File: src/design/spq_pkg.sv
// ----------------------------------------------------------------------------
// spq_pkg
// Shared types and codes for the sorted priority queue.
// ----------------------------------------------------------------------------
package spq_pkg;

  typedef enum logic [0:0] {
    ST_IDLE,
    ST_EXEC
  } state_t;

  localparam logic FUNC_ENQ = 1'b0;
  localparam logic FUNC_DEQ = 1'b1;

  localparam logic [1:0] STATUS_OK        = 2'd0;
  localparam logic [1:0] STATUS_OVERFLOW  = 2'd1;
  localparam logic [1:0] STATUS_UNDERFLOW = 2'd2;

  localparam int DATA_W  = 8;
  localparam int OPRIO_W = 8;
  localparam int FILL_W  = 4;

  typedef struct packed {
    logic load;  // capture the input transaction
    logic exec;  // apply the operation to the cell chain
  } dp_cmd_t;

endpackage

File: src/design/spq_ctrl.sv
// ----------------------------------------------------------------------------
// spq_ctrl
// Sequencer: accepts a transaction, runs it through the datapath and holds
// the result valid until the sink takes it.
// ----------------------------------------------------------------------------
module spq_ctrl (
  input  logic             clk,
  input  logic             rst_n,
  input  logic             in_tvalid,
  output logic             in_tready,
  output logic             out_tvalid,
  input  logic             out_tready,
  output spq_pkg::dp_cmd_t cmd
);

  spq_pkg::state_t state_r, state_nxt;
  logic            out_valid_r, out_valid_nxt;
  logic            accept;

  assign accept = in_tvalid && in_tready;

  always_comb begin
    state_nxt = state_r;
    case (state_r)
      spq_pkg::ST_IDLE: begin
        if (accept) state_nxt = spq_pkg::ST_EXEC;
      end
      spq_pkg::ST_EXEC: begin
        state_nxt = spq_pkg::ST_IDLE;
      end
      default: begin
        state_nxt = spq_pkg::ST_IDLE;
      end
    endcase
  end

  always_comb begin
    in_tready = 1'b0;
    cmd       = '0;
    case (state_r)
      spq_pkg::ST_IDLE: begin
        in_tready = !out_valid_r || out_tready;
        cmd.load  = in_tvalid && (!out_valid_r || out_tready);
      end
      spq_pkg::ST_EXEC: begin
        cmd.exec = 1'b1;
      end
      default: begin
        in_tready = 1'b0;
      end
    endcase
  end

  always_comb begin
    if (cmd.exec) begin
      out_valid_nxt = 1'b1;
    end else if (out_valid_r && !out_tready) begin
      out_valid_nxt = 1'b1;
    end else begin
      out_valid_nxt = 1'b0;
    end
  end

  assign out_tvalid = out_valid_r;

  always_ff @(posedge clk) begin
    if (!rst_n) begin
      state_r     <= spq_pkg::ST_IDLE;
      out_valid_r <= 1'b0;
    end else begin
      state_r     <= state_nxt;
      out_valid_r <= out_valid_nxt;
    end
  end

  a_exec_out_free: assert property (@(posedge clk) disable iff (!rst_n)
    cmd.exec |-> !out_valid_r)
    else $error("result register busy during execute");

  a_accept_exec: assert property (@(posedge clk) disable iff (!rst_n)
    accept |=> (cmd.exec && !in_tready))
    else $error("accepted transaction not executed");

  a_exec_valid: assert property (@(posedge clk) disable iff (!rst_n)
    cmd.exec |=> out_valid_r)
    else $error("executed transaction produced no result");

  a_load_accept: assert property (@(posedge clk) disable iff (!rst_n)
    cmd.load == accept)
    else $error("load strobe out of step with accept");

endmodule

File: src/design/spq_dp.sv
// ----------------------------------------------------------------------------
// spq_dp
// Sorted cell chain: every cell compares its priority with the incoming one
// and takes the new item, its neighbor, or keeps its value.
// ----------------------------------------------------------------------------
module spq_dp #(
  parameter int DEPTH      = 8,
  parameter int PRIO_WIDTH = 8
) (
  input  logic                          clk,
  input  logic                          rst_n,
  input  spq_pkg::dp_cmd_t              cmd,
  input  logic                          func,
  input  logic [spq_pkg::DATA_W-1:0]    item_data,
  input  logic [spq_pkg::OPRIO_W-1:0]   item_priority,
  output logic [spq_pkg::DATA_W-1:0]    out_data,
  output logic [spq_pkg::OPRIO_W-1:0]   out_priority,
  output logic [1:0]                    status,
  output logic [spq_pkg::FILL_W-1:0]    fill_count
);

  localparam int CW = $clog2(DEPTH + 1);

  logic [PRIO_WIDTH-1:0]      prio_r [DEPTH];
  logic [PRIO_WIDTH-1:0]      prio_nxt [DEPTH];
  logic [spq_pkg::DATA_W-1:0] data_r [DEPTH];
  logic [spq_pkg::DATA_W-1:0] data_nxt [DEPTH];
  logic [CW-1:0]              count_r, count_nxt;

  logic                       op_r;
  logic [spq_pkg::DATA_W-1:0] din_r;
  logic [PRIO_WIDTH-1:0]      pin_r;

  logic [spq_pkg::DATA_W-1:0]  out_data_r, out_data_nxt;
  logic [PRIO_WIDTH-1:0]       out_prio_r, out_prio_nxt;
  logic [1:0]                  status_r, status_nxt;
  logic [spq_pkg::FILL_W-1:0]  fill_r, fill_nxt;

  logic [DEPTH-1:0] gt;
  logic             full, empty;

  assign full  = (count_r == CW'(DEPTH));
  assign empty = (count_r == '0);

  always_comb begin
    for (int i = 0; i < DEPTH; i++) begin
      gt[i] = (CW'(i) < count_r) && (prio_r[i] > pin_r);
    end
  end

  always_comb begin
    for (int i = 0; i < DEPTH; i++) begin
      prio_nxt[i] = prio_r[i];
      data_nxt[i] = data_r[i];
    end
    count_nxt    = count_r;
    out_data_nxt = out_data_r;
    out_prio_nxt = out_prio_r;
    status_nxt   = status_r;
    fill_nxt     = fill_r;
    if (cmd.exec) begin
      out_data_nxt = '0;
      out_prio_nxt = '0;
      if (op_r == spq_pkg::FUNC_ENQ) begin
        if (full) begin
          status_nxt = spq_pkg::STATUS_OVERFLOW;
          fill_nxt   = spq_pkg::FILL_W'(count_r);
        end else begin
          if (gt[0] || empty) begin
            prio_nxt[0] = pin_r;
            data_nxt[0] = din_r;
          end
          for (int i = 1; i < DEPTH; i++) begin
            if (gt[i-1]) begin
              prio_nxt[i] = prio_r[i-1];
              data_nxt[i] = data_r[i-1];
            end else if (gt[i] || (CW'(i) == count_r)) begin
              prio_nxt[i] = pin_r;
              data_nxt[i] = din_r;
            end
          end
          count_nxt  = count_r + CW'(1);
          status_nxt = spq_pkg::STATUS_OK;
          fill_nxt   = spq_pkg::FILL_W'(count_r + CW'(1));
        end
      end else begin
        if (empty) begin
          status_nxt = spq_pkg::STATUS_UNDERFLOW;
          fill_nxt   = '0;
        end else begin
          out_data_nxt = data_r[0];
          out_prio_nxt = prio_r[0];
          for (int i = 0; i < DEPTH - 1; i++) begin
            prio_nxt[i] = prio_r[i+1];
            data_nxt[i] = data_r[i+1];
          end
          count_nxt  = count_r - CW'(1);
          status_nxt = spq_pkg::STATUS_OK;
          fill_nxt   = spq_pkg::FILL_W'(count_r - CW'(1));
        end
      end
    end
  end

  always_ff @(posedge clk) begin
    if (!rst_n) begin
      count_r <= '0;
    end else begin
      count_r <= count_nxt;
    end
  end

  always_ff @(posedge clk) begin
    for (int i = 0; i < DEPTH; i++) begin
      prio_r[i] <= prio_nxt[i];
      data_r[i] <= data_nxt[i];
    end
    out_data_r <= out_data_nxt;
    out_prio_r <= out_prio_nxt;
    status_r   <= status_nxt;
    fill_r     <= fill_nxt;
    if (cmd.load) begin
      op_r  <= func;
      din_r <= item_data;
      pin_r <= PRIO_WIDTH'(item_priority);
    end
  end

  assign out_data     = out_data_r;
  assign out_priority = spq_pkg::OPRIO_W'(out_prio_r);
  assign status       = status_r;
  assign fill_count   = fill_r;

  a_count_range: assert property (@(posedge clk) disable iff (!rst_n)
    count_r <= CW'(DEPTH))
    else $error("entry count beyond depth");

  a_overflow_hold: assert property (@(posedge clk) disable iff (!rst_n)
    (cmd.exec && op_r == spq_pkg::FUNC_ENQ && full) |=> $stable(count_r))
    else $error("count changed on overflow");

  a_head_sorted: assert property (@(posedge clk) disable iff (!rst_n)
    (count_r >= CW'(2)) |-> (prio_r[0] <= prio_r[1]))
    else $error("head entries out of order");

endmodule

File: src/design/sorted_priority_queue_top.sv
// ----------------------------------------------------------------------------
// sorted_priority_queue_top
// Bounded priority queue held as a sorted cell chain, ascending priority,
// first-in first-out among equal priorities.
//
//   channel  dir  ports                         contents
//   in_      in   tvalid tready tdata tuser     enqueue / dequeue request
//   out_     out  tvalid tready tdata tuser     one result per request
//
// Each transaction is first registered, then the cell chain inserts or
// shifts and loads the result register.
// A new transaction is taken while the previous result drains from the
// result register in the same cycle.
// Reset clears the entry count and the result valid; no clearing pass.
// A stalled out_tready holds the result and blocks further input.
// ----------------------------------------------------------------------------
module sorted_priority_queue_top #(
  parameter int DEPTH      = 8,
  parameter int PRIO_WIDTH = 8
) (
  input  logic        clk,
  input  logic        rst_n,
  input  logic        in_tvalid,
  output logic        in_tready,
  input  logic [15:0] in_tdata,   // item_data[7:0], item_priority[15:8]
  input  logic [0:0]  in_tuser,   // func[0]
  output logic        out_tvalid,
  input  logic        out_tready,
  output logic [23:0] out_tdata,  // out_data[7:0], out_priority[15:8],
                                  // fill_count[19:16], zero[23:20]
  output logic [1:0]  out_tuser   // status[1:0]
);

  spq_pkg::dp_cmd_t cmd;

  logic [spq_pkg::DATA_W-1:0]  out_data;
  logic [spq_pkg::OPRIO_W-1:0] out_priority;
  logic [1:0]                  status;
  logic [spq_pkg::FILL_W-1:0]  fill_count;

  spq_ctrl u_ctrl (
    .clk        (clk),
    .rst_n      (rst_n),
    .in_tvalid  (in_tvalid),
    .in_tready  (in_tready),
    .out_tvalid (out_tvalid),
    .out_tready (out_tready),
    .cmd        (cmd)
  );

  spq_dp #(
    .DEPTH      (DEPTH),
    .PRIO_WIDTH (PRIO_WIDTH)
  ) u_dp (
    .clk           (clk),
    .rst_n         (rst_n),
    .cmd           (cmd),
    .func          (in_tuser[0]),
    .item_data     (in_tdata[7:0]),
    .item_priority (in_tdata[15:8]),
    .out_data      (out_data),
    .out_priority  (out_priority),
    .status        (status),
    .fill_count    (fill_count)
  );

  assign out_tdata = {4'b0000, fill_count, out_priority, out_data};
  assign out_tuser = status;

endmodule
File: config.mk
export PLATFORM = sky130hd
export DESIGN_NAME = sorted_priority_queue_top
export DESIGN_NICKNAME = d
export VERILOG_FILES = /design/src/design/spq_pkg.sv /design/src/design/spq_ctrl.sv /design/src/design/spq_dp.sv /design/src/design/sorted_priority_queue_top.sv
export SDC_FILE = /design/constraint.sdc
export NUM_CORES = 1
export LEC_CHECK = 0
export ABC_CLOCK_PERIOD_IN_PS = 3650
export BUFFER_PORTS_ARGS = -buffer_cell sky130_fd_sc_hd__buf_4
export CAP_MARGIN = 20
export CELL_PAD_IN_SITES_DETAIL_PLACEMENT = 0
export CELL_PAD_IN_SITES_GLOBAL_PLACEMENT = 2
export CORE_UTILIZATION = 38
export CTS_CLUSTER_SIZE = 25
export DETAILED_ROUTE_END_ITERATION = 8
export PLACE_DENSITY = 0.81
export SLEW_MARGIN = 30
export SYNTH_ARGS = -nofsm -noshare
export SYNTH_HDL_FRONTEND = slang
export SYNTH_SLANG_ARGS = --single-unit
File: constraint.sdc
create_clock -name clk -period 3.65 [get_ports clk]
set_input_delay 0.365 -clock clk [delete_from_list [all_inputs] [get_ports clk]]
set_output_delay 0.365 -clock clk [all_outputs]
set_load 0.005 [all_outputs]
# == Yosys cells after proc, flatten, opt, wreduce, memory -nomap -nowiden ==
# Memories as Yosys holds them, arrays and structs flattened.
# Index checks and enable logic that the tools add are counted.
# totals
word_cells,121
regBits,45
out_inout_bits,28
memories,2
ramBits,128
# classes
bitwise_logic,2
reduce_logical,25
n_eq_ne,9
n_lt_le_gt_ge,16
add_sub_neg,2
mux,55
# mem_list
memory,depth,word_bits,read_ports,rd_clocked_by_memory_dff,write_ports,line,text
u_dp.data_r,8,8,8,0,8,spq_dp.sv:26,logic [spq_pkg::DATA_W-1:0] data_r [DEPTH];
u_dp.prio_r,8,8,8,0,8,spq_dp.sv:24,logic [PRIO_WIDTH-1:0] prio_r [DEPTH];
# ops
op,n
2-to-1 mux 64 bit,4
2-to-1 mux 8 bit,32
2-to-1 mux 56 bit,4
> comparator 8 bit,8
2-to-1 mux 4 bit,5
== test 3 x 4 -> 1 bit (first input constant),4
less-than comparator 3 x 4 -> 1 bit (first input constant),4
logical AND 1 bit,11
logical OR 1 bit,9
== test 2 x 4 -> 1 bit (first input constant),2
less-than comparator 1 x 4 -> 1 bit (first input constant),2
less-than comparator 2 x 4 -> 1 bit (first input constant),2
2-to-1 mux 1 bit,7
adder 4 x 1 -> 4 bit (second input constant),1
== test 1 x 4 -> 1 bit (first input constant),1
== test 4 bit (second input constant),1
zero test 4 bit,1
2-to-1 mux 2 bit,2
subtractor 4 x 1 -> 4 bit (second input constant),1
zero test 1 bit,2
inequality test 2 bit (second input constant),1
inverter 1 bit,2
one-hot mux 1 bit (2 select lines),1
AND reduction 2 bit,1
OR reduction 2 bit,1

# == Logic depth before layout (Yosys ltp) ==
# Gate-level depths: netlist of run 1.
# An unclocked memory read counts as a cell.
# depth
depth_word,9
ltp_mapped,11
ltp_nobuf,7

# == By module ==
# Synthesis of run 1 repeated with hierarchy kept, for this count alone.
# unflattened
cells_unflattened,874
hier_area_um2,9864.5
# by_module_without_submodules
mod,area_per_inst_um2,seq_area_each_um2,cells_each,n_inst
spq_dp,9734.3,5094.9,861,1
spq_ctrl,96.3,40.0,8,1
sorted_priority_queue_top,33.8,0.0,5,1

# == Least setup slack after synthesis of run 1 ==
# OpenSTA, ideal clock, no wires.
# synth_timing
kind,reg2reg
startpoint,reg u_dp.pin_r[3] (netlist name)
endpoint,"mem u_dp.data_r[0][24] in the netlist's numbering, enable pin"
t_arrival_ns,2.990
path_buffers,2
required_time_ns,3.251
slack_ns,0.261
setup_time_ns,0.399
stages_incl_launch_ff,10
cell_sequence,edfxtp_1 > inv_1 > ha_1 > and4_1 > or3b_1 > a21o_4 > and2_4 > buf_6 > buf_6 > a41oi_1
# synth_rtl
element,line
end: declaration,spq_dp.sv:26

==> reports/results.tsv, run 1 <==
metric	value	unit
ys_seq_elements	173	
status	finished, final reports clean	
netlist_area	9930	µm²
relSlewSlack	46.5	%
ant_nets	0	
r2r_cells	9	
grt_pass1_vias	6975	
synth_edf_count	167	
rsz0062_at_grt	false	
clock_tree.buffer_depth	2	
timing.rr.end	u_dp.data_r[0][14]$_DFFE_PP_	
drt-total-wl	25300	µm
avgSynthCellArea	10.9	µm²
die-area	26800	µm²
hp-class	input pin to flop	
place_congestion	0.821	
final.min_clock_period	3.09	ns
clkLatencyLatePin	0.44	ns
place_area	10600	µm²
rrSetupSlack	0.56	ns
post-route-period-util	84.5	%
post_drt_wl_per_cell	19.9	µm
fin_setup_tns	0	ns
final_area	11100	µm²
drt-pass1-iter-count	5	
grt_use_total	19.8	%
path_cells	inv_1, ha_1, or3b_2, nand3b_1, a21o_2, and2_1, buf_4, a31oi_1, buf_4	
fmax	324	MHz
overflow	0	
ys_types	50	
finalHoldViolCount	0	
hold_end	u_dp.pin_r[0]$_DFFE_PP_	
post-cts-setup-buffer-count	0	
cts.clk_slew.worst_paths	0.08	ns
critical_path_required	3.83	ns
cts_buffers	17	
die_w	164	µm
cts.sinks	173	
worst_slew_pin_slew	0.802	ns
grt_pass1_wl	40300	µm
cellPowerDensity	425	nW/µm²
crit_type	flop to flop	
synthFlopType	edfxtp_1	
drt_iter0_markers	569	
drive_gt1_share	15.0	%
syn_inst	908	
coreArea	25400	µm²
critPathMaxStageDelay	0.68	ns
hold_path_depth	1	
pin_count	49	
h-tree-depth	4	
area_growth	12.3	%
core.rowCount	58	
cts_tree	yes	
vias	7230	
postCtsHoldBufs	0	
hold_start	in_tdata[8]	
cts-root-buf	clkbuf_16	
skew	0.0143	ns
cpMostUsedCell	buf_4	
antenna_found_initial	0	
grt_max_degree	68	
ir_worst_vdd	219	µV
cpMaxStageDelayCell	or3b_2	
place.port_buffers	44	
vias_per_cell	5.70	
synth_warnings	0	
critical_path_peak_fanout	19	
crit_path_start_kind	flop	
fin_nets	1015	
drc	0	
async_flop_share	0	%
cp.arrival	3.27	ns
cts-resized-gates	0	
antennaDiodeCount	0	
seq_area_frac_synth	51.7	%
timing.rr.start	u_dp.count_r[0]$_SDFFE_PN0P_	
die_h	164	µm
setup_viol	0	
dpl.hpwl	18700	µm
setup.worst_path.end_class	flop	
leakagePower	4.20	nW
drv_cap	0	
start_util	39.1	%
slew_viol_final	0	
routing by layer:
layer	up-vias	part of all wire, %	track usage (%)
met5	-	0	0
li1	3517	-	-
met4	0	0.96	5.22
met2	191	44	29.0
met1	3506	51	30.4
met3	16	4.4	2.34
cells in the final DEF (no fill, tap or decap), types with 6 or more instances in the layout:
master and instances:
nand4_1 12, ha_1 68, a221o_1 60, a21o_1 18, edfxtp_1 167, clkbuf_16 17
o21ai_0 14, a21oi_1 95, nand2_1 129, mux2_2 17, nand3_1 56, and4_1 6
and2_1 23, buf_4 79, inv_1 22, o211ai_1 40, nor2b_1 11, o221ai_1 8
and3_1 17, dfxtp_1 6, nor2_1 9
cell type report:
cell class,count,area (µm²)
flip-flops and latches,173,5130
well taps,330,413
repair buffers,80,613
clock inverters,14,143
clock buffers,17,425
multi-input cells,632,4340
inverters,22,82.6
fillers,2431,14300
critical path: cells and delay by family (launching register included):
kind | cells | cell delay [ns]
compound gates | 2 | 0.40
simple gates | 3 | 1.01
buf+inv | 3 | 0.60
flops | 1 | 0.40
fa+ha+maj | 1 | 0.39
registers in the layout, indices dropped and copies added (netlist names):
name,cells
u_dp.din_r,8
u_dp.out_data,8
u_ctrl.state_r,1
u_ctrl.out_tvalid,1
u_dp.pin_r,8
u_dp.fill_count,4
u_dp.out_priority,8
u_dp.prio_r,64
u_dp.count_r,4
u_dp.op_r,1
u_dp.data_r,64
u_dp.status,2
worst max-delay path by stage:
stage | startpoint | depth (start not counted) | endpoint
6_report | u_dp.count_r[0]$_SDFFE_PN0P_ | 9 | u_dp.data_r[0][14]$_DFFE_PP_
5_1_grt | u_dp.pin_r[7]$_DFFE_PP_ | 9 | u_dp.data_r[1][8]$_DFFE_PP_
4_1_cts | u_dp.pin_r[7]$_DFFE_PP_ | 7 | u_dp.prio_r[3][5]$_DFFE_PP_
3_5_place_dp | u_dp.pin_r[7]$_DFFE_PP_ | 7 | u_dp.data_r[1][19]$_DFFE_PP_
3_3_place_gp | u_dp.pin_r[7]$_DFFE_PP_ | 7 | u_dp.data_r[1][19]$_DFFE_PP_
2_1_floorplan | u_dp.pin_r[3]$_DFFE_PP_ | 9 | u_dp.data_r[0][24]$_DFFE_PP_
cell families after synthesis:
family,after synthesis,synth area share (%)
simple gates,283,13.9
mux,17,1.93
fa+ha+maj,68,8.57
buf+inv,106,5.04
flops,173,51.7
compound gates,257,18.5
xor+xnor,3,0.265
other cells,1,0.0378
cells in the mapped netlist (all sizes together), types with 3 or more instances:
master | number | area (µm²)
nand4 | 12 | 75.1
buf | 41 | 256
a21o | 20 | 159
ha | 68 | 851
and3 | 17 | 106
nor2 | 10 | 40.0
dfxtp | 6 | 120
o211ai | 40 | 300
inv | 22 | 82.6
nand2 | 129 | 484
clkbuf | 43 | 161
nor2b | 11 | 68.8
o221ai | 9 | 85.1
and4 | 6 | 52.6
or2 | 3 | 18.8
a21oi | 95 | 475
nor3 | 5 | 25.0
or3b | 3 | 26.3
xnor2 | 3 | 26.3
o21ai | 16 | 80.1
a41oi | 4 | 35.0
and2 | 25 | 159
edfxtp | 167 | 5010
a221o | 60 | 601
a31oi | 5 | 37.5
nand3 | 56 | 280
mux2 | 17 | 191
report_power, final:
group | internal, W | switching [W]
sequential | 0.00228 | 0.0000511
clock | 0.000908 | 0.000869
combinational | 0.000254 | 0.000374
per-stage QoR:
stage               total power (W)  hold WS (ns)  setup slack (ns)  util (%)  std cells
floorplan                   0.00281         0.464             0.261         -        911
global placement            0.00300         0.531             0.622      41.6       1237
detailed placement          0.00301         0.544             0.497      41.6       1237
CTS                         0.00478        0.0801             0.470      43.8       1268
global route                0.00493        0.0824             0.370      43.9       1268
finish                      0.00474        0.0986             0.565      43.9       1268
Note: power is estimated with default switching activity, not from simulation.
==> inputs of run 2 (changes only) <==
--- a/config.mk
+++ b/config.mk
@@ -5,7 +5,7 @@
 export SDC_FILE = /design/constraint.sdc
 export NUM_CORES = 1
 export LEC_CHECK = 0
-export ABC_CLOCK_PERIOD_IN_PS = 3650
+export ABC_CLOCK_PERIOD_IN_PS = 2600
 export BUFFER_PORTS_ARGS = -buffer_cell sky130_fd_sc_hd__buf_4
 export CAP_MARGIN = 20
 export CELL_PAD_IN_SITES_DETAIL_PLACEMENT = 0
==> constraint.sdc (replaced) <==
create_clock -name clk -period 2.6 [get_ports clk]
set_input_delay 0.26 -clock clk [delete_from_list [all_inputs] [get_ports clk]]
set_output_delay 0.26 -clock clk [all_outputs]
set_load 0.005 [all_outputs]
==> run 2 against run 1 <==
  * The flow now finishes with violations (setup timing)
  * Design area up 9.5%
  * Non-clock buffer count up 77
  * Register-to-register slack worse by 0.59 ns
  * First-iteration DRC count down 1.9%
  * Power up 44%
  * Routed wire length up 4.0%
  * Clock power up 42%
  * Critical path type unchanged
  * Largest power group unchanged
  * Highest routed layer unchanged
==> reports/results.tsv, run 2 (synthesis gave the netlist of run 1 again) <==
metric	value	unit	change
cts.sinks	173		unchanged
drive_gt1_share	22.8	%	+7.7 points
holdWs	0.0213	ns	-0.0773 ns
die_w	164	µm	unchanged
drt-total-wl	26300	µm	+4.0%
dpl.hpwl	19200	µm	+2.5%
place_congestion	0.854		+3.9%
finalHoldViolCount	0		unchanged
critical_path_peak_fanout	8		-11
die-area	26800	µm²	unchanged
power.internal	0.00495	W	+44%
place.port_buffers	44		unchanged
p_sw	0.00189	W	+46%
rrSetupSlack	-0.03	ns	-0.59 ns
comb_power_share	15.2	%	+1.9 points
ant_nets	0		unchanged
ir_worst_vdd	294	µV	+35%
crit_type	flop to flop		
critical_path_required	2.75	ns	-1.08 ns
grt_pass1_wl	42000	µm	+4.1%
vias	7581		+4.9%
post-route-period-util	101	%	+17 points
dp.cells	1289		+4.2%
fin_nets	1092		+7.6%
post_drt_wl_per_cell	19.6	µm	-1.9%
slew_viol_final	0		unchanged
violations	setup timing		
start_util	39.1	%	unchanged
p_clk_share	36.8	%	-0.7 points
grt_max_degree	72		+5.9%
leakagePower	4.62	nW	+10%
fmax	381	MHz	+17%
p_seq_share	47.9	%	-1.4 points
p_sw_share	27.6	%	+0.27 points
final_cells	1345		+6.1%
setup_viol	12		+12
die_h	164	µm	unchanged
hold_path_depth	1		unchanged
core.rowCount	58		unchanged
coreArea	25400	µm²	unchanged
h-tree-depth	4		unchanged
drt-pass1-iter-count	5		unchanged
relSlewSlack	48.5	%	+2.0 points
r2r_cells	9		unchanged
vias_per_cell	5.64		-1.1%
antenna_found_initial	0		unchanged
crit_path_start_kind	flop		
clkLatencyLatePin	0.43	ns	about the same
area_growth	23.0	%	
cts_buffers	17		unchanged
rsz0062_at_grt	true		
worst_slack	-0.0280	ns	-0.593 ns
grt_use_total	20.5	%	+0.71 points
setup.worst_path.end_class	flop		
layout_common_cells	167 x edfxtp_1, 129 x nand2_1, 123 x buf_4		
hp-class	input pin to flop		
top_regs	u_dp.data_r: 64 flops, u_dp.prio_r: 64 flops		
drc	0		unchanged
place_ws	-0.0685	ns	-0.566 ns
cts_tree	yes		
drv_cap	0		unchanged
grt_pass1_vias	7221		+3.5%
worst_slew_pin_slew	0.772	ns	-0.0295 ns
cp.arrival	2.78	ns	-0.49 ns
status	finished, violations left		
hold_end	u_dp.pin_r[7]$_DFFE_PP_		
clock_tree.buffer_depth	2		unchanged
fin_setup_tns	-0.209	ns	-0.209 ns
hold_start	in_tdata[15]		
timing.rr.start	u_dp.pin_r[7]$_DFFE_PP_		
cts.clk_slew.worst_paths	0.07	ns	about the same
cts-root-buf	clkbuf_16		
cellPowerDensity	560	nW/µm²	+32%
final_common_cell	edfxtp_1		
antennaDiodeCount	0		unchanged
overflow	0		unchanged
pin_count	49		unchanged
timing.rr.end	u_dp.data_r[0][14]$_DFFE_PP_		
final.min_clock_period	2.63	ns	-0.457 ns
drt_iter0_markers	558		-1.9%
skew	0.0172	ns	+0.00284 ns
run 2: stage by stage:
step	util, %	power [W]	area (µm²)
floorplan	-	0.00397	10200
global placement	44.5	0.00431	11300
detailed placement	44.5	0.00433	11300
CTS	47.5	0.00686	12100
global route	48.1	0.00712	12200
finish	48.1	0.00684	12200
run 2: final cells by class:
class | count | area [µm²]
fill | 2340 | 13200
timing repair buffer | 157 | 1420
clock inverter | 14 | 149
tap | 330 | 413
sequential | 173 | 5140
inverter | 22 | 92.6
multi-input combinational | 632 | 4570
clock buffer | 17 | 425
run 2: how the worst max path moves through the flow:
stage	startpoint	slack, ns	cells past startpoint	endpoint
2_1_floorplan	u_dp.pin_r[3]$_DFFE_PP_	-0.17	9	u_dp.data_r[0][24]$_DFFE_PP_
3_3_place_gp	u_dp.pin_r[1]$_DFFE_PP_	-0.02	7	u_dp.prio_r[1][0]$_DFFE_PP_
3_5_place_dp	u_dp.pin_r[6]$_DFFE_PP_	-0.07	8	u_dp.prio_r[3][5]$_DFFE_PP_
4_1_cts	u_dp.pin_r[7]$_DFFE_PP_	0.01	9	u_dp.prio_r[1][14]$_DFFE_PP_
5_1_grt	u_dp.pin_r[2]$_DFFE_PP_	-0.09	9	u_dp.data_r[0][31]$_DFFE_PP_
6_report	u_dp.pin_r[7]$_DFFE_PP_	-0.03	9	u_dp.data_r[0][14]$_DFFE_PP_
run 2: power by group through the flow:
stage | registers (W) | logic, W | clock network (W)
2_1_floorplan | 0.00332 | 0.000652 | 0
3_3_place_gp | 0.00334 | 0.000977 | 0
3_5_place_dp | 0.00334 | 0.000997 | 0
4_1_cts | 0.00328 | 0.00102 | 0.00256
5_1_grt | 0.00329 | 0.00116 | 0.00267
6_report | 0.00328 | 0.00104 | 0.00252
run 2: timing repair:
action,4_1_cts,5_1_grt
endpoints found under the hold margin,15,1
cloned,0,1
gates resized for setup,6,11
setup endpoints to repair,59,102
hold buffers,15,1
pin swaps,1,6
setup buffers,3,6
run 2: per-layer routing:
metal / track usage, % / share of wire [%]
met1: 31.7 / 50
met2: 29.9 / 43
met3: 3.02 / 5.4
met4: 4.08 / 0.98
met5: 0 / 0
run 2: critical path, stage by stage (launching register included):
cell and delay [ns]:
edfxtp_1 0.36, inv_2 0.07, buf_4 0.16, ha_1 0.32, nand2_1 0.06, o21ai_0 0.46, nand3_1 0.21, and2_4 0.21
a31oi_4 0.26, clkbuf_16 0.22
==> inputs of run 3 (changes only) <==
--- a/config.mk
+++ b/config.mk
@@ -5,15 +5,15 @@
 export SDC_FILE = /design/constraint.sdc
 export NUM_CORES = 1
 export LEC_CHECK = 0
-export ABC_CLOCK_PERIOD_IN_PS = 2600
+export ABC_CLOCK_PERIOD_IN_PS = 2800
 export BUFFER_PORTS_ARGS = -buffer_cell sky130_fd_sc_hd__buf_4
 export CAP_MARGIN = 20
 export CELL_PAD_IN_SITES_DETAIL_PLACEMENT = 0
 export CELL_PAD_IN_SITES_GLOBAL_PLACEMENT = 2
-export CORE_UTILIZATION = 38
+export CORE_UTILIZATION = 42
 export CTS_CLUSTER_SIZE = 25
 export DETAILED_ROUTE_END_ITERATION = 8
-export PLACE_DENSITY = 0.81
+export PLACE_DENSITY = 0.85
 export SLEW_MARGIN = 30
 export SYNTH_ARGS = -nofsm -noshare
 export SYNTH_HDL_FRONTEND = slang
==> constraint.sdc (replaced) <==
create_clock -name clk -period 2.8 [get_ports clk]
set_input_delay 0.28 -clock clk [delete_from_list [all_inputs] [get_ports clk]]
set_output_delay 0.28 -clock clk [all_outputs]
set_load 0.005 [all_outputs]
==> run 3 against run 2 <==
  * Critical endpoint is now u_dp.prio_r[3][6]$_DFFE_PP_
  * Non-clock buffer count shrank 42
  * The run now ends clean
  * Highest routed layer unchanged
  * Utilization grew 2.5 points
  * Final cell count shrank 4.3%
  * Critical path type unchanged
==> reports/results.tsv, run 3 (synthesis gave the netlist of run 1 again) <==
metric	value	unit	change
status	finished, final reports clean		
power	0.00625	W	-8.6%
post_drt_wl_per_cell	19.8	µm	+1.3%
final_common_cell	edfxtp_1		
power.internal	0.00454	W	-8.4%
cts.clk_slew.worst_paths	0.08	ns	about the same
place_congestion	0.871		+2.1%
grt_use_met2	32.3	%	+2.4 points
seq_area	5130	µm²	about the same
grt_pass1_vias	7214		-0.097%
vias_per_cell	5.80		+2.8%
p_sw_share	27.5	%	-0.12 points
place.port_buffers	44		unchanged
skew	0.0115	ns	-0.00568 ns
die-area	24300	µm²	-9.4%
rsz0062_at_grt	true		
h-tree-depth	4		unchanged
path_cells	inv_1, ha_1, and4_1, nor3b_1, a21bo_2, and2_0, buf_4, a221o_1		
coreArea	22900	µm²	-9.8%
top_regs	u_dp.data_r: 64 flops, u_dp.prio_r: 64 flops		
setup_viol	0		-12
drive_gt1_share	18.0	%	-4.8 points
met3_usage	2.81	%	-0.22 points
dpl.hpwl	18900	µm	-1.2%
drc	0		unchanged
die_h	156	µm	-4.8%
place_area	10900	µm²	-3.8%
critical_path_required	2.99	ns	+0.24 ns
cellPowerDensity	540	nW/µm²	-3.7%
grt_pass1_wl	41400	µm	-1.5%
overflow	0		unchanged
finalHoldViolCount	0		unchanged
ir_worst_vdd	442	µV	+50%
drt-total-wl	25500	µm	-3.1%
slew_viol_final	0		unchanged
p_sw	0.00172	W	-9.0%
vias	7459		-1.6%
cts-resized-gates	0		-6
critPathMaxStageDelay	0.39	ns	-0.07 ns
core.rowCount	55		-5.2%
cts-root-buf	clkbuf_16		
fillers	2041		-13%
final_util	50.6	%	+2.5 points
critical_path_peak_fanout	14		+6
cts_tree	yes		
p_clk_share	37.3	%	+0.5 points
comb_power_share	14.0	%	-1.2 points
relSlewSlack	43.5	%	-5.0 points
drt_iter0_markers	609		+9.1%
final_area	11600	µm²	-5.1%
fin_nets	1050		-3.8%
clock_tree.buffer_depth	2		unchanged
post-route-period-util	96.7	%	-4.4 points
cts.sinks	173		unchanged
grt_use_total	22.2	%	+1.7 points
pin_count	49		unchanged
antennaDiodeCount	0		unchanged
worst_slew_pin_slew	0.847	ns	+0.0748 ns
antenna_found_initial	0		unchanged
grt_max_degree	81		+13%
layout_common_cells	167 x edfxtp_1, 129 x nand2_1, 98 x buf_4		
start_util	43.3	%	+4.2 points
crit_path_start_kind	flop		
clkLatencyLatePin	0.44	ns	about the same
leakagePower	4.38	nW	-5.2%
cp.arrival	2.90	ns	+0.12 ns
hp-class	input pin to flop		
crit_type	flop to flop		
multi_input_area	4420	µm²	-3.1%
drt-pass1-iter-count	5		unchanged
die_w	156	µm	-4.8%
setup.worst_path.end_class	flop		
area_growth	16.7	%	
cts_buffers	17		unchanged
grt.busiest_layer	met1		
drv_cap	0		unchanged
fin_setup_tns	0	ns	+0.209 ns
final.min_clock_period	2.71	ns	+0.0783 ns
fmax	370	MHz	-2.9%
ant_nets	0		unchanged
p_seq_share	48.7	%	+0.8 points
use_met1	34.0	%	+2.3 points
cpMaxStageDelayCell	edfxtp_1		
## run 3: worst paths after layout
| path | cells after the start | start | slack, ns | to |
|---|---|---|---|---|
| worst min-delay path | 1 | in_tdata[6] | 0.01 | u_dp.din_r[6]$_DFFE_PP_ |
| worst max register to register | 8 | u_dp.pin_r[1]$_DFFE_PP_ | 0.09 | u_dp.prio_r[3][6]$_DFFE_PP_ |
| worst min register to register | 1 | u_dp.data_r[1][31]$_DFFE_PP_ | 0.56 | u_dp.data_r[1][23]$_DFFE_PP_ |
| worst max-delay path | 8 | u_dp.pin_r[1]$_DFFE_PP_ | 0.09 | u_dp.prio_r[3][6]$_DFFE_PP_ |
## run 3: critical path, delay by kind of cell, from the launching register on
| family | cells | cell delay (ns) |
|---|---|---|
| AO/OA/AOI/OAI | 2 | 0.57 |
| adder cells (fa/ha/maj) | 1 | 0.29 |
| buffers and inverters | 2 | 0.51 |
| flip-flops | 1 | 0.39 |
| AND/OR/NAND/NOR | 3 | 0.69 |
## run 3: per-layer routing
layer / vias to the layer above / share of wire (%) / wire [µm]
li1: 3576 / - / -
met4: 0 / 1.6 / 403
met3: 27 / 5.6 / 1420
met1: 3591 / 49 / 12600
met5: - / 0 / 0
met2: 265 / 43 / 11100
## run 3: area by class of cell
type / instances / share of cell area [%]
flip-flops and latches: 173 / 44.3
multi-input cells: 632 / 38.2
repair buffers: 115 / 8.42
clock buffers: 18 / 3.70
well taps: 313 / 3.38
clock inverters: 14 / 1.27
inverters: 22 / 0.713
## run 3: timing repair
action | in CTS | in global routing
endpoints found under the hold margin | 9 | 1
hold buffers | 9 | 1
setup endpoints to repair | 0 | 46
setup buffers | 0 | 1
## run 3: power by group through the flow
stage               sequential, W  combinational, W  clock [W]
floorplan                 0.00308          0.000594          0
global placement          0.00310          0.000843          0
detailed placement        0.00310          0.000860          0
CTS                       0.00304          0.000871    0.00237
global route              0.00305          0.000974    0.00248
finish                    0.00304          0.000873    0.00234
## run 3: per-stage QoR
stage | setup slack, ns | hold slack, ns | cells
floorplan | -0.0117 | 0.379 | 911
global placement | 0.140 | 0.458 | 1244
detailed placement | 0.0781 | 0.459 | 1244
CTS | 0.0721 | 0.000176 | 1285
global route | -0.0594 | 0.000866 | 1287
finish | 0.0937 | 0.0148 | 1287
